`config.mk`:
```
export PLATFORM = sky130hd
export DESIGN_NAME = register_mapped_multiply_divide_top
export DESIGN_NICKNAME = d
export VERILOG_FILES = /design/src/design/rmmd_pkg.sv /design/src/design/rmmd_datapath.sv /design/src/design/rmmd_ctrl.sv /design/src/design/register_mapped_multiply_divide_top.sv
export VERILOG_INCLUDE_DIRS = /design/src /design/src/design
export SDC_FILE = /design/constraint.sdc
export NUM_CORES = 1
export LEC_CHECK = 0
export BUFFER_PORTS_ARGS = -buffer_cell sky130_fd_sc_hd__buf_2
export CAP_MARGIN = 20
export CELL_PAD_IN_SITES_DETAIL_PLACEMENT = 2
export CELL_PAD_IN_SITES_GLOBAL_PLACEMENT = 2
export CORE_MARGIN = 4
export CORE_UTILIZATION = 44
export CTS_BUF_LIST = sky130_fd_sc_hd__clkbuf_8
export CTS_CLUSTER_DIAMETER = 150
export DETAILED_ROUTE_END_ITERATION = 8
export PLACE_DENSITY_LB_ADDON = 0.1
export SYNTH_ARGS = -nofsm -noshare
export SYNTH_HDL_FRONTEND = slang
export SYNTH_SLANG_ARGS = --single-unit
```
`constraint.sdc`:
```
create_clock -name clk -period 9 [get_ports clk]
set_input_delay 0.45 -clock clk [delete_from_list [all_inputs] [get_ports clk]]
set_output_delay 0.45 -clock clk [all_outputs]
set_load 0.01 [all_outputs]
```
`src/design/assert_macros.svh`:
```
// ----------------------------------------------------------------------------
// Assertion macros
// Clocked assertion helpers used by the RTL top of the project.
// ----------------------------------------------------------------------------
`ifndef ASSERT_MACROS_SVH
`define ASSERT_MACROS_SVH

`ifndef SYNTHESIS

// Checked on the rising edge of clk and held off while rst_n is low.
`define ASSERT_CLK(lbl, prop, msg) \
  lbl: assert property (@(posedge clk) disable iff (!rst_n) prop) else $error(msg);

// Checked on the rising edge of clk, during reset as well.
`define ASSERT_CLK_ALWAYS(lbl, prop, msg) \
  lbl: assert property (@(posedge clk) prop) else $error(msg);

`else

`define ASSERT_CLK(lbl, prop, msg)
`define ASSERT_CLK_ALWAYS(lbl, prop, msg)

`endif

`endif

```
`src/design/rmmd_pkg.sv`:
```
// ----------------------------------------------------------------------------
// rmmd_pkg
// Types and constants of the register-mapped multiply and divide unit.
// ----------------------------------------------------------------------------
`default_nettype none

package rmmd_pkg;

  localparam int unsigned OffsetW = 5;
  localparam int unsigned ByteW   = 8;
  localparam int unsigned WordW   = 16;
  localparam int unsigned CountW  = 4;

  localparam logic [OffsetW-1:0] OFF_MPY_A  = 5'h02;
  localparam logic [OffsetW-1:0] OFF_MPY_B  = 5'h03;
  localparam logic [OffsetW-1:0] OFF_DIV_LO = 5'h04;
  localparam logic [OffsetW-1:0] OFF_DIV_HI = 5'h05;
  localparam logic [OffsetW-1:0] OFF_DIV_B  = 5'h06;
  localparam logic [OffsetW-1:0] OFF_QUO_LO = 5'h14;
  localparam logic [OffsetW-1:0] OFF_QUO_HI = 5'h15;
  localparam logic [OffsetW-1:0] OFF_RES_LO = 5'h16;
  localparam logic [OffsetW-1:0] OFF_RES_HI = 5'h17;

  localparam logic [WordW-1:0]  QUO_ZERO_DIV = 16'hFFFF;
  localparam logic [CountW-1:0] DIV_LAST     = 4'hF;

  typedef enum logic {
    OP_WRITE = 1'b0,
    OP_READ  = 1'b1
  } op_t;

  typedef enum logic [1:0] {
    ST_IDLE   = 2'd0,
    ST_DIVIDE = 2'd1
  } state_t;

  typedef struct packed {
    logic load;
    logic div_step;
    logic div_finish;
  } dp_cmd_t;

  typedef struct packed {
    logic div_start;
    logic div_last;
  } dp_sts_t;

endpackage

`default_nettype wire

```
`src/design/rmmd_datapath.sv`:
```
// ----------------------------------------------------------------------------
// rmmd_datapath
// Operand, quotient and result registers, the multiplier, the one-bit-a-cycle
// restoring divider and the read byte register.
// ----------------------------------------------------------------------------
`default_nettype none

module rmmd_datapath (
  input  wire logic                          clk,
  input  wire logic                          rst_n,
  input  wire rmmd_pkg::dp_cmd_t             cmd,
  output rmmd_pkg::dp_sts_t                  sts,
  input  wire rmmd_pkg::op_t                 operation,
  input  wire logic [rmmd_pkg::OffsetW-1:0]  reg_offset,
  input  wire logic [rmmd_pkg::ByteW-1:0]    write_data,
  output logic [rmmd_pkg::ByteW-1:0]         read_data
);
  import rmmd_pkg::*;

  logic [ByteW-1:0]  multiplicand_r, multiplicand_nxt;
  logic [WordW-1:0]  dividend_r, dividend_nxt;
  logic [WordW-1:0]  quotient_r, quotient_nxt;
  logic [WordW-1:0]  prod_rem_r, prod_rem_nxt;
  logic [ByteW-1:0]  divisor_r, divisor_nxt;
  logic [ByteW-1:0]  part_rem_r, part_rem_nxt;
  logic [CountW-1:0] count_r, count_nxt;
  logic [ByteW-1:0]  rdata_r, rdata_nxt;

  logic [WordW-1:0]  product;
  logic [ByteW:0]    shifted;
  logic [ByteW:0]    diff;
  logic              fits;
  logic [ByteW-1:0]  new_rem;
  logic [ByteW-1:0]  read_byte;

  assign product = WordW'(multiplicand_r) * WordW'(write_data);

  assign shifted = {part_rem_r, quotient_r[WordW-1]};
  assign diff    = shifted - {1'b0, divisor_r};
  assign fits    = shifted >= {1'b0, divisor_r};
  assign new_rem = fits ? diff[ByteW-1:0] : shifted[ByteW-1:0];

  assign sts.div_start = (operation == OP_WRITE) && (reg_offset == OFF_DIV_B)
                         && (write_data != '0);
  assign sts.div_last  = (count_r == DIV_LAST);

  always_comb begin
    unique case (reg_offset)
      OFF_QUO_LO: read_byte = quotient_r[ByteW-1:0];
      OFF_QUO_HI: read_byte = quotient_r[WordW-1:ByteW];
      OFF_RES_LO: read_byte = prod_rem_r[ByteW-1:0];
      OFF_RES_HI: read_byte = prod_rem_r[WordW-1:ByteW];
      default:    read_byte = '0;
    endcase
  end

  always_comb begin
    multiplicand_nxt = multiplicand_r;
    dividend_nxt     = dividend_r;
    quotient_nxt     = quotient_r;
    prod_rem_nxt     = prod_rem_r;
    divisor_nxt      = divisor_r;
    part_rem_nxt     = part_rem_r;
    count_nxt        = count_r;
    rdata_nxt        = rdata_r;

    if (cmd.load) begin
      rdata_nxt = (operation == OP_READ) ? read_byte : '0;
      if (operation == OP_WRITE) begin
        unique case (reg_offset)
          OFF_MPY_A:  multiplicand_nxt = write_data;
          OFF_MPY_B:  prod_rem_nxt = product;
          OFF_DIV_LO: dividend_nxt[ByteW-1:0] = write_data;
          OFF_DIV_HI: dividend_nxt[WordW-1:ByteW] = write_data;
          OFF_DIV_B: begin
            if (write_data == '0) begin
              quotient_nxt = QUO_ZERO_DIV;
              prod_rem_nxt = dividend_r;
            end else begin
              quotient_nxt = dividend_r;
              divisor_nxt  = write_data;
              part_rem_nxt = '0;
              count_nxt    = '0;
            end
          end
          default: ;
        endcase
      end
    end

    if (cmd.div_step) begin
      quotient_nxt = {quotient_r[WordW-2:0], fits};
      part_rem_nxt = new_rem;
      count_nxt    = count_r + 1'b1;
    end

    if (cmd.div_finish) begin
      prod_rem_nxt = {{(WordW-ByteW){1'b0}}, new_rem};
      rdata_nxt    = '0;
    end
  end

  always_ff @(posedge clk) begin
    if (!rst_n) begin
      multiplicand_r <= '0;
      dividend_r     <= '0;
      quotient_r     <= '0;
      prod_rem_r     <= '0;
      count_r        <= '0;
    end else begin
      multiplicand_r <= multiplicand_nxt;
      dividend_r     <= dividend_nxt;
      quotient_r     <= quotient_nxt;
      prod_rem_r     <= prod_rem_nxt;
      count_r        <= count_nxt;
    end
  end

  always_ff @(posedge clk) begin
    divisor_r  <= divisor_nxt;
    part_rem_r <= part_rem_nxt;
    rdata_r    <= rdata_nxt;
  end

  assign read_data = rdata_r;

endmodule

`default_nettype wire

```
`src/design/rmmd_ctrl.sv`:
```
// ----------------------------------------------------------------------------
// rmmd_ctrl
// Controller: takes requests, sequences the sixteen divide steps and owns the
// result valid flag.
// ----------------------------------------------------------------------------
`default_nettype none

module rmmd_ctrl (
  input  wire logic               clk,
  input  wire logic               rst_n,
  input  wire logic               in_valid,
  output logic                    in_ready,
  output logic                    out_valid,
  input  wire logic               out_ready,
  output rmmd_pkg::dp_cmd_t       cmd,
  input  wire rmmd_pkg::dp_sts_t  sts
);
  import rmmd_pkg::*;

  state_t state_r, state_nxt;
  logic   out_valid_r, out_valid_nxt;
  logic   take;

  always_ff @(posedge clk) begin
    if (!rst_n) begin
      state_r     <= ST_IDLE;
      out_valid_r <= 1'b0;
    end else begin
      state_r     <= state_nxt;
      out_valid_r <= out_valid_nxt;
    end
  end

  always_comb begin
    state_nxt      = state_r;
    out_valid_nxt  = out_valid_r && !out_ready;
    in_ready       = 1'b0;
    take           = 1'b0;
    cmd            = '0;

    unique case (state_r)
      ST_IDLE: begin
        in_ready = !out_valid_r || out_ready;
        take     = in_valid && in_ready;
        cmd.load = take;
        if (take) begin
          if (sts.div_start) begin
            state_nxt = ST_DIVIDE;
          end else begin
            out_valid_nxt = 1'b1;
          end
        end
      end
      ST_DIVIDE: begin
        cmd.div_step = 1'b1;
        if (sts.div_last) begin
          cmd.div_finish = 1'b1;
          out_valid_nxt  = 1'b1;
          state_nxt      = ST_IDLE;
        end
      end
      default: state_nxt = ST_IDLE;
    endcase
  end

  assign out_valid = out_valid_r;

endmodule

`default_nettype wire

```
`src/design/register_mapped_multiply_divide_top.sv`:
```
// ----------------------------------------------------------------------------
// register_mapped_multiply_divide_top
// Byte-wide register access unit with an 8x8 multiplier and a 16/8 divider.
// ----------------------------------------------------------------------------
// Channel  Direction  tdata                          tuser
// in_      slave      [4:0] reg_offset [12:5] data   [0] operation
// out_     master     [7:0] read_data                none
//
// A read or any write other than a nonzero divisor gives its result in the cycle after it is taken.
// A nonzero divisor write is loaded and then runs sixteen
// restoring divide steps, one quotient bit per cycle.
// The result byte sits in an output register; a new request is taken
// while it is being handed over.
// Reset clears the multiplicand, dividend, quotient and result registers.
// ----------------------------------------------------------------------------
`default_nettype none

`include "assert_macros.svh"

module register_mapped_multiply_divide_top (
  input  wire logic        clk,
  input  wire logic        rst_n,
  input  wire logic        in_tvalid,
  output logic             in_tready,
  input  wire logic [15:0] in_tdata,   // [4:0] reg_offset, [12:5] write_data
  input  wire logic [0:0]  in_tuser,   // [0] operation
  output logic             out_tvalid,
  input  wire logic        out_tready,
  output logic [7:0]       out_tdata   // [7:0] read_data
);
  import rmmd_pkg::*;

  dp_cmd_t cmd;
  dp_sts_t sts;
  op_t     operation;

  assign operation = op_t'(in_tuser[0]);

  rmmd_ctrl u_ctrl (
    .clk       (clk),
    .rst_n     (rst_n),
    .in_valid  (in_tvalid),
    .in_ready  (in_tready),
    .out_valid (out_tvalid),
    .out_ready (out_tready),
    .cmd       (cmd),
    .sts       (sts)
  );

  rmmd_datapath u_datapath (
    .clk        (clk),
    .rst_n      (rst_n),
    .cmd        (cmd),
    .sts        (sts),
    .operation  (operation),
    .reg_offset (in_tdata[OffsetW-1:0]),
    .write_data (in_tdata[OffsetW+ByteW-1:OffsetW]),
    .read_data  (out_tdata)
  );

  `ASSERT_CLK(a_no_request_while_dividing, cmd.div_step |-> !in_tready, "request taken during divide")
  `ASSERT_CLK(a_divide_ends_with_result, cmd.div_finish |=> (out_tvalid && out_tdata == '0), "divide end gave no zero result")
  `ASSERT_CLK(a_short_request_gives_result, (in_tvalid && in_tready && !sts.div_start) |=> out_tvalid, "short request gave no result")
  `ASSERT_CLK_ALWAYS(a_no_step_during_load, !(cmd.load && cmd.div_step), "load and divide step together")

endmodule

`default_nettype wire

```
Word level (Yosys, flattened, before mapping)
Cells that the tools add are included.
Operators by class
  add/sub/neg operators: 2
  $mul: 1
  div/mod/pow operators: 0
  $lt $le $gt $ge: 1
  equal/unequal tests: 19
  shift operators: 0
  muxes and demuxes: 35
  bitwise gates (word level): 3
  reductions and logical operators: 25
Operator list (count)
  16-bit 2-to-1 mux: 6
  8-bit 2-to-1 mux: 10
  16-bit case mux with 2 select lines: 1
  8-bit case mux with 4 select lines: 1
  5-bit equality test (second input constant): 4
  4-bit 2-to-1 mux: 5
  8-bit by 8-bit multiplier with 16-bit output: 1
  4-bit AND reduction: 4
  5-bit by 3-bit equality test with 1-bit output (second input constant): 3
  3-bit AND reduction: 5
  5-bit by 2-bit equality test with 1-bit output (second input constant): 2
  9-bit by 8-bit >= comparator with 1-bit output: 1
  8-bit zero test: 1
  2-bit 2-to-1 mux: 4
  2-bit != test (second input constant): 4
  2-bit nonzero test: 4
  8-bit nonzero test: 1
  8-bit subtractor: 1
  1-bit 2-to-1 mux: 6
  2-bit by 1-bit != test with 1-bit output (second input constant): 3
  4-bit by 1-bit adder with 4-bit output (second input constant): 1
  4-bit equality test (second input constant): 1
  1-bit logical AND: 4
  2-bit case mux with 2 select lines: 1
  9 further kinds: 12
Storage, ports and cells
  register bits: 87
  latch bits: 0
  bits in writable memories: 0
  memory bits (read-only): 0
  input port bits: 21
  output and inout bits: 10
  logic and storage cells: 98
  memories kept: 0

Longest topological paths before layout
  depth in word-level cells: 6
  depth in mapped cells: 17
  depth with buffers taken out: 16

Hierarchy
From an unflattened synthesis, not the netlist that was laid out.
Second synthesis, totals
  cell total of the unflattened synthesis: 718
  area, all modules: 6308.6 µm²
By module, submodules not included
  rmmd_datapath: times used 1, cells each 707, area an instance 6204.7 µm², seq. area each 1841.8 µm²
  rmmd_ctrl: times used 1, cells each 11, area an instance 103.8 µm², seq. area each 40.0 µm²

Least setup slack after synthesis
No wires, ideal clock.
  path kind: input to register
  start point: input in_tdata[11]
  end point: register u_datapath.prod_rem_r[13]
  library setup time: 62 ps
  arrival: 4329 ps
  data required time: 8938 ps
  setup slack: 4609 ps
  cell stages on the path: 15
  path buffers: 1
  cells stage by stage: clkbuf_1 and2_1 fa_1 fa_1 fa_1 inv_1 fa_1 inv_1 ha_1 a21oi_1 a21boi_0 o22ai_1 o21ai_0 or4_1 nand3_1
On the way
  longest elaborated chain between the ends: 3
  elaborated cells on any way between the ends: 5
  those cells by class: 1 x mul; 1 x eq/ne; 1 x mux; 2 x reduce/logical
RTL lines
  from (decl): RTL line register_mapped_multiply_divide_top.sv:25  | input wire logic [15:0] in_tdata,
  parallel branches: the longest is 3 deep, another holds 8-bit by 8-bit multiplier with 16-bit output
  to (signal assigned): RTL line rmmd_datapath.sv:114  | prod_rem_r <= prod_rem_nxt;
  to (decl): RTL line rmmd_datapath.sv:23  | logic [WordW-1:0] prod_rem_r, prod_rem_nxt;
Several ways; the timed one is not identified.
A chain may end at the register's enable or synchronous reset.

Worst setup path after layout
  start point: register u_datapath.multiplicand_r[3]
  end point: register u_datapath.prod_rem_r[13]
On the way
  longest elaborated chain between the ends: 2
RTL lines
  from (decl): RTL line rmmd_datapath.sv:20  | logic [ByteW-1:0] multiplicand_r, multiplicand_nxt;
  from (signal assigned): RTL line rmmd_datapath.sv:111  | multiplicand_r <= multiplicand_nxt;
  8-bit by 8-bit multiplier with 16-bit output: RTL line rmmd_datapath.sv:36  | assign product = WordW'(multiplicand_r) * WordW'(write_data);
  16-bit case mux with 2 select lines: RTL line rmmd_datapath.sv:70  | unique case (reg_offset)
No other way between the ends.

==> impl_results.md <==
- Crit-path max FO: 9
- Ys flop type: dfxtp_1
- Top achievable clock speed: 213 MHz
- Clock Tree Buf Depth: 2
- Max IR drop VDD: 0.0704 mV
- Antenna Nets Post-Route: 0
- # port buffers: 27
- # clock sinks: 86
- Synth top cells by count: 70 x dfxtp_1, 69 x nor2_1, 64 x nand2_1, 63 x inv_1, 54 x and2_1
- Width of the die: 128 um
- Sequential cell area fraction in the yosys report: 29.7%
- Non-Filler Instances: 887
- Worst clock skew: 0.0146 ns
- Crit. End Element: flop
- Fin Setup TNS: 0 ns
- Vias in the first global route: 5,855
- Cell variety after synth: 60
- Core area: 14,000 um^2
- Ys async rst share: 0%
- Dpl ws: 4.07 ns
- DRT Pass-1 Iters: 4
- Max Cap Viol: 0
- Final nets: 805
- Worst path cell trace: and2_1, fa_1, fa_1, fa_1, inv_1, fa_1, inv_1, ha_1, a21oi_1, a21boi_0, o22ai_1, o21ai_0, or4_1, nand3_1
- Fillers: 1,534
- WS Path Type: reg -> reg
- Worst-Margin Slew: 1.03 ns
- EDFF count, synth: 16
- Root buffer cell: clkbuf_8
- DIE AREA: 16,400 um^2
- Synth top area share: 22.1%
- Mapped cell area: 6330 um^2
- Final HPWL DP: 15.2 mm
- Syn Inst Count: 696
- Total placed cells including tap cells: 871
- Post-layout minimum cycle time: 4.70 ns
- Rows: 43
- Cts bufs inserted: 9
- PostCTS Resize Cnt: 0
- Data required time of the critical path: 9.33 ns
- Total gr overflow: 0
- Pleak: 2.92 nW
- Drt via density: 5.87
- Hold Fails Final Rpt: 0
- WL/cell: 22.8 um
- Fin crit share: 52.2%
- Reg clk slew, reported paths: 0.10 ns
- CP dominant cell by count: fa_1
- Yosys top cell by area: dfxtp_1
- Diode count: 0
- Initial Utilization: 45.3%
- DRC: 0
- Post-CTS Setup Inserts: 0
- Hold Path Class: in -> reg
- YS warnings: 0
- CP startpoint: u_datapath.multiplicand_r[3]$_SDFFE_PN0P_
- Chip Height: 128 um
- Max-slew violation count: 0
- Cell with the most instances after synthesis: dfxtp_1
- Clk_lat worst skew: 0.38 ns
- Synthesized flop and latch total: 86
- Top cells by area, synth: dfxtp_1 22%, fa_1 12%, ha_1 8.9%, edfxtp_1 7.6%, and2_1 5.3%
- RSZ-0062 raised after global routing: false
- Slew headroom: 31.3%
- I/O pins: 31
- Global-route wire length before repair: 32.8 mm
- Total power: 0.797 mW
- Initial antenna violation count: 0
- Post-CTS Hold Buffers: 0
- Mean Syn Cell Area: 9.10 um^2
- Iter 0 DRT Violations: 278
- GP Congestion: 0.825
- HP Start: in_tdata[5]
- CP Launch Type: flop
- Post-Synthesis Net Count: 799
- # setup viols final: 0
- Layout cells sized above 1: 9.62%
- CP max stage delay: 0.55 ns
- Outcome: finished, final reports clean
- Largest net degree at the start of global routing: 54
- Worst setup margin: 4.30 ns
- Power Dens Cells: 117 nW/um^2
- Worst EP arrival: 5.03 ns
- Total number of vias: 5,203
- RR Startpoint: u_datapath.multiplicand_r[3]$_SDFFE_PN0P_
- TritonCTS clock tree: yes
- H-tree Lvls: 3
- Synth-to-Final Area Change: 7.39%
- Total length of routed wires: 20.2 mm
- Total Routing Usage GR: 25.8%
- Slowest CP cell: fa_1
logic make-up after synthesis:
kind of cell / Yosys count / synth area share (%)
AO/OA/AOI/OAI: 130 / 14.3
XOR/XNOR: 11 / 1.52
adder cells (fa/ha/maj): 82 / 20.6
buffers and inverters: 98 / 6.30
flip-flops: 86 / 29.7
multiplexers: 30 / 6.32
AND/OR/NAND/NOR: 259 / 21.3
final timing paths:
kind	end	slack, ns	cells past startpoint
setup / recovery	u_datapath.prod_rem_r[13]$_SDFFE_PP0P_	4.30	14
setup reg to reg	u_datapath.prod_rem_r[13]$_SDFFE_PP0P_	4.30	14
hold / removal	u_datapath.divisor_r[0]$_DFFE_PP_	0.46	1
hold reg to reg	u_datapath.quotient_r[2]$_SDFFE_PN0P_	0.51	2
final cells by class:
cell class / count / area [um^2] / share of cell area (%)
Multi-Input combinational cell: 512 / 4060 / 59.7
Sequential cell: 86 / 1880 / 27.7
Inverter: 63 / 236 / 3.48
Tap cell: 180 / 225 / 3.31
Timing Repair Buffer: 30 / 158 / 2.32
Clock buffer: 9 / 124 / 1.82
Clock inverter: 7 / 119 / 1.75
critical path: cells and delay by family, from the launching register on:
family | cells | cell delay, ns
AOI/OAI and AO/OA | 4 | 0.86
adders and majority gates | 5 | 2.39
buffers and inverters | 2 | 0.11
DFF | 1 | 0.54
and+or+nand+nor | 3 | 0.76
placed cells by master (no fill, tap or decap), drive strengths merged, types with 20 or more instances in the layout:
| cell | count |
|---|---|
| dfxtp | 70 |
| a21oi | 31 |
| nor2b | 21 |
| buf | 30 |
| inv | 66 |
| fa | 37 |
| and2 | 54 |
| mux2i | 22 |
| nand2 | 64 |
| nor2 | 70 |
| ha | 45 |
| o21ai | 20 |
power by group:
group	internal [mW]	switching (mW)	total, mW
Clock	0.186	0.160	0.346
Sequential	0.394	0.00277	0.396
Combinational	0.0172	0.0375	0.0546
registers in the layout, summed over array words and instances (netlist names):
name and count:
u_datapath.count_r 4, u_datapath.read_data 8, u_datapath.prod_rem_r 16, u_datapath.part_rem_r 8
u_datapath.dividend_r 16, u_datapath.quotient_r 16, u_ctrl.out_valid 1, u_ctrl.state_r 1
u_datapath.multiplicand_r 8, u_datapath.divisor_r 8
routing by layer:
metal	vias to the layer above	GRT usage, %	routed length [um]
met5	-	0	0
met4	0	6.37	384
met3	29	3.58	519
met2	69	47.4	10800
met1	2710	31.9	8530
li1	2395	-	-
metrics by stage:
step           cell area [um^2]  hold slack (ns)  utilization [%]
2_1_floorplan              6330            0.431                -
5_1_grt                    6800            0.442             48.6
4_1_cts                    6800            0.433             48.6
3_5_place_dp               6560            0.491             46.9
3_3_place_gp               6550            0.479             46.8
6_report                   6800            0.456             48.6
(Power assumes the default switching activity.)
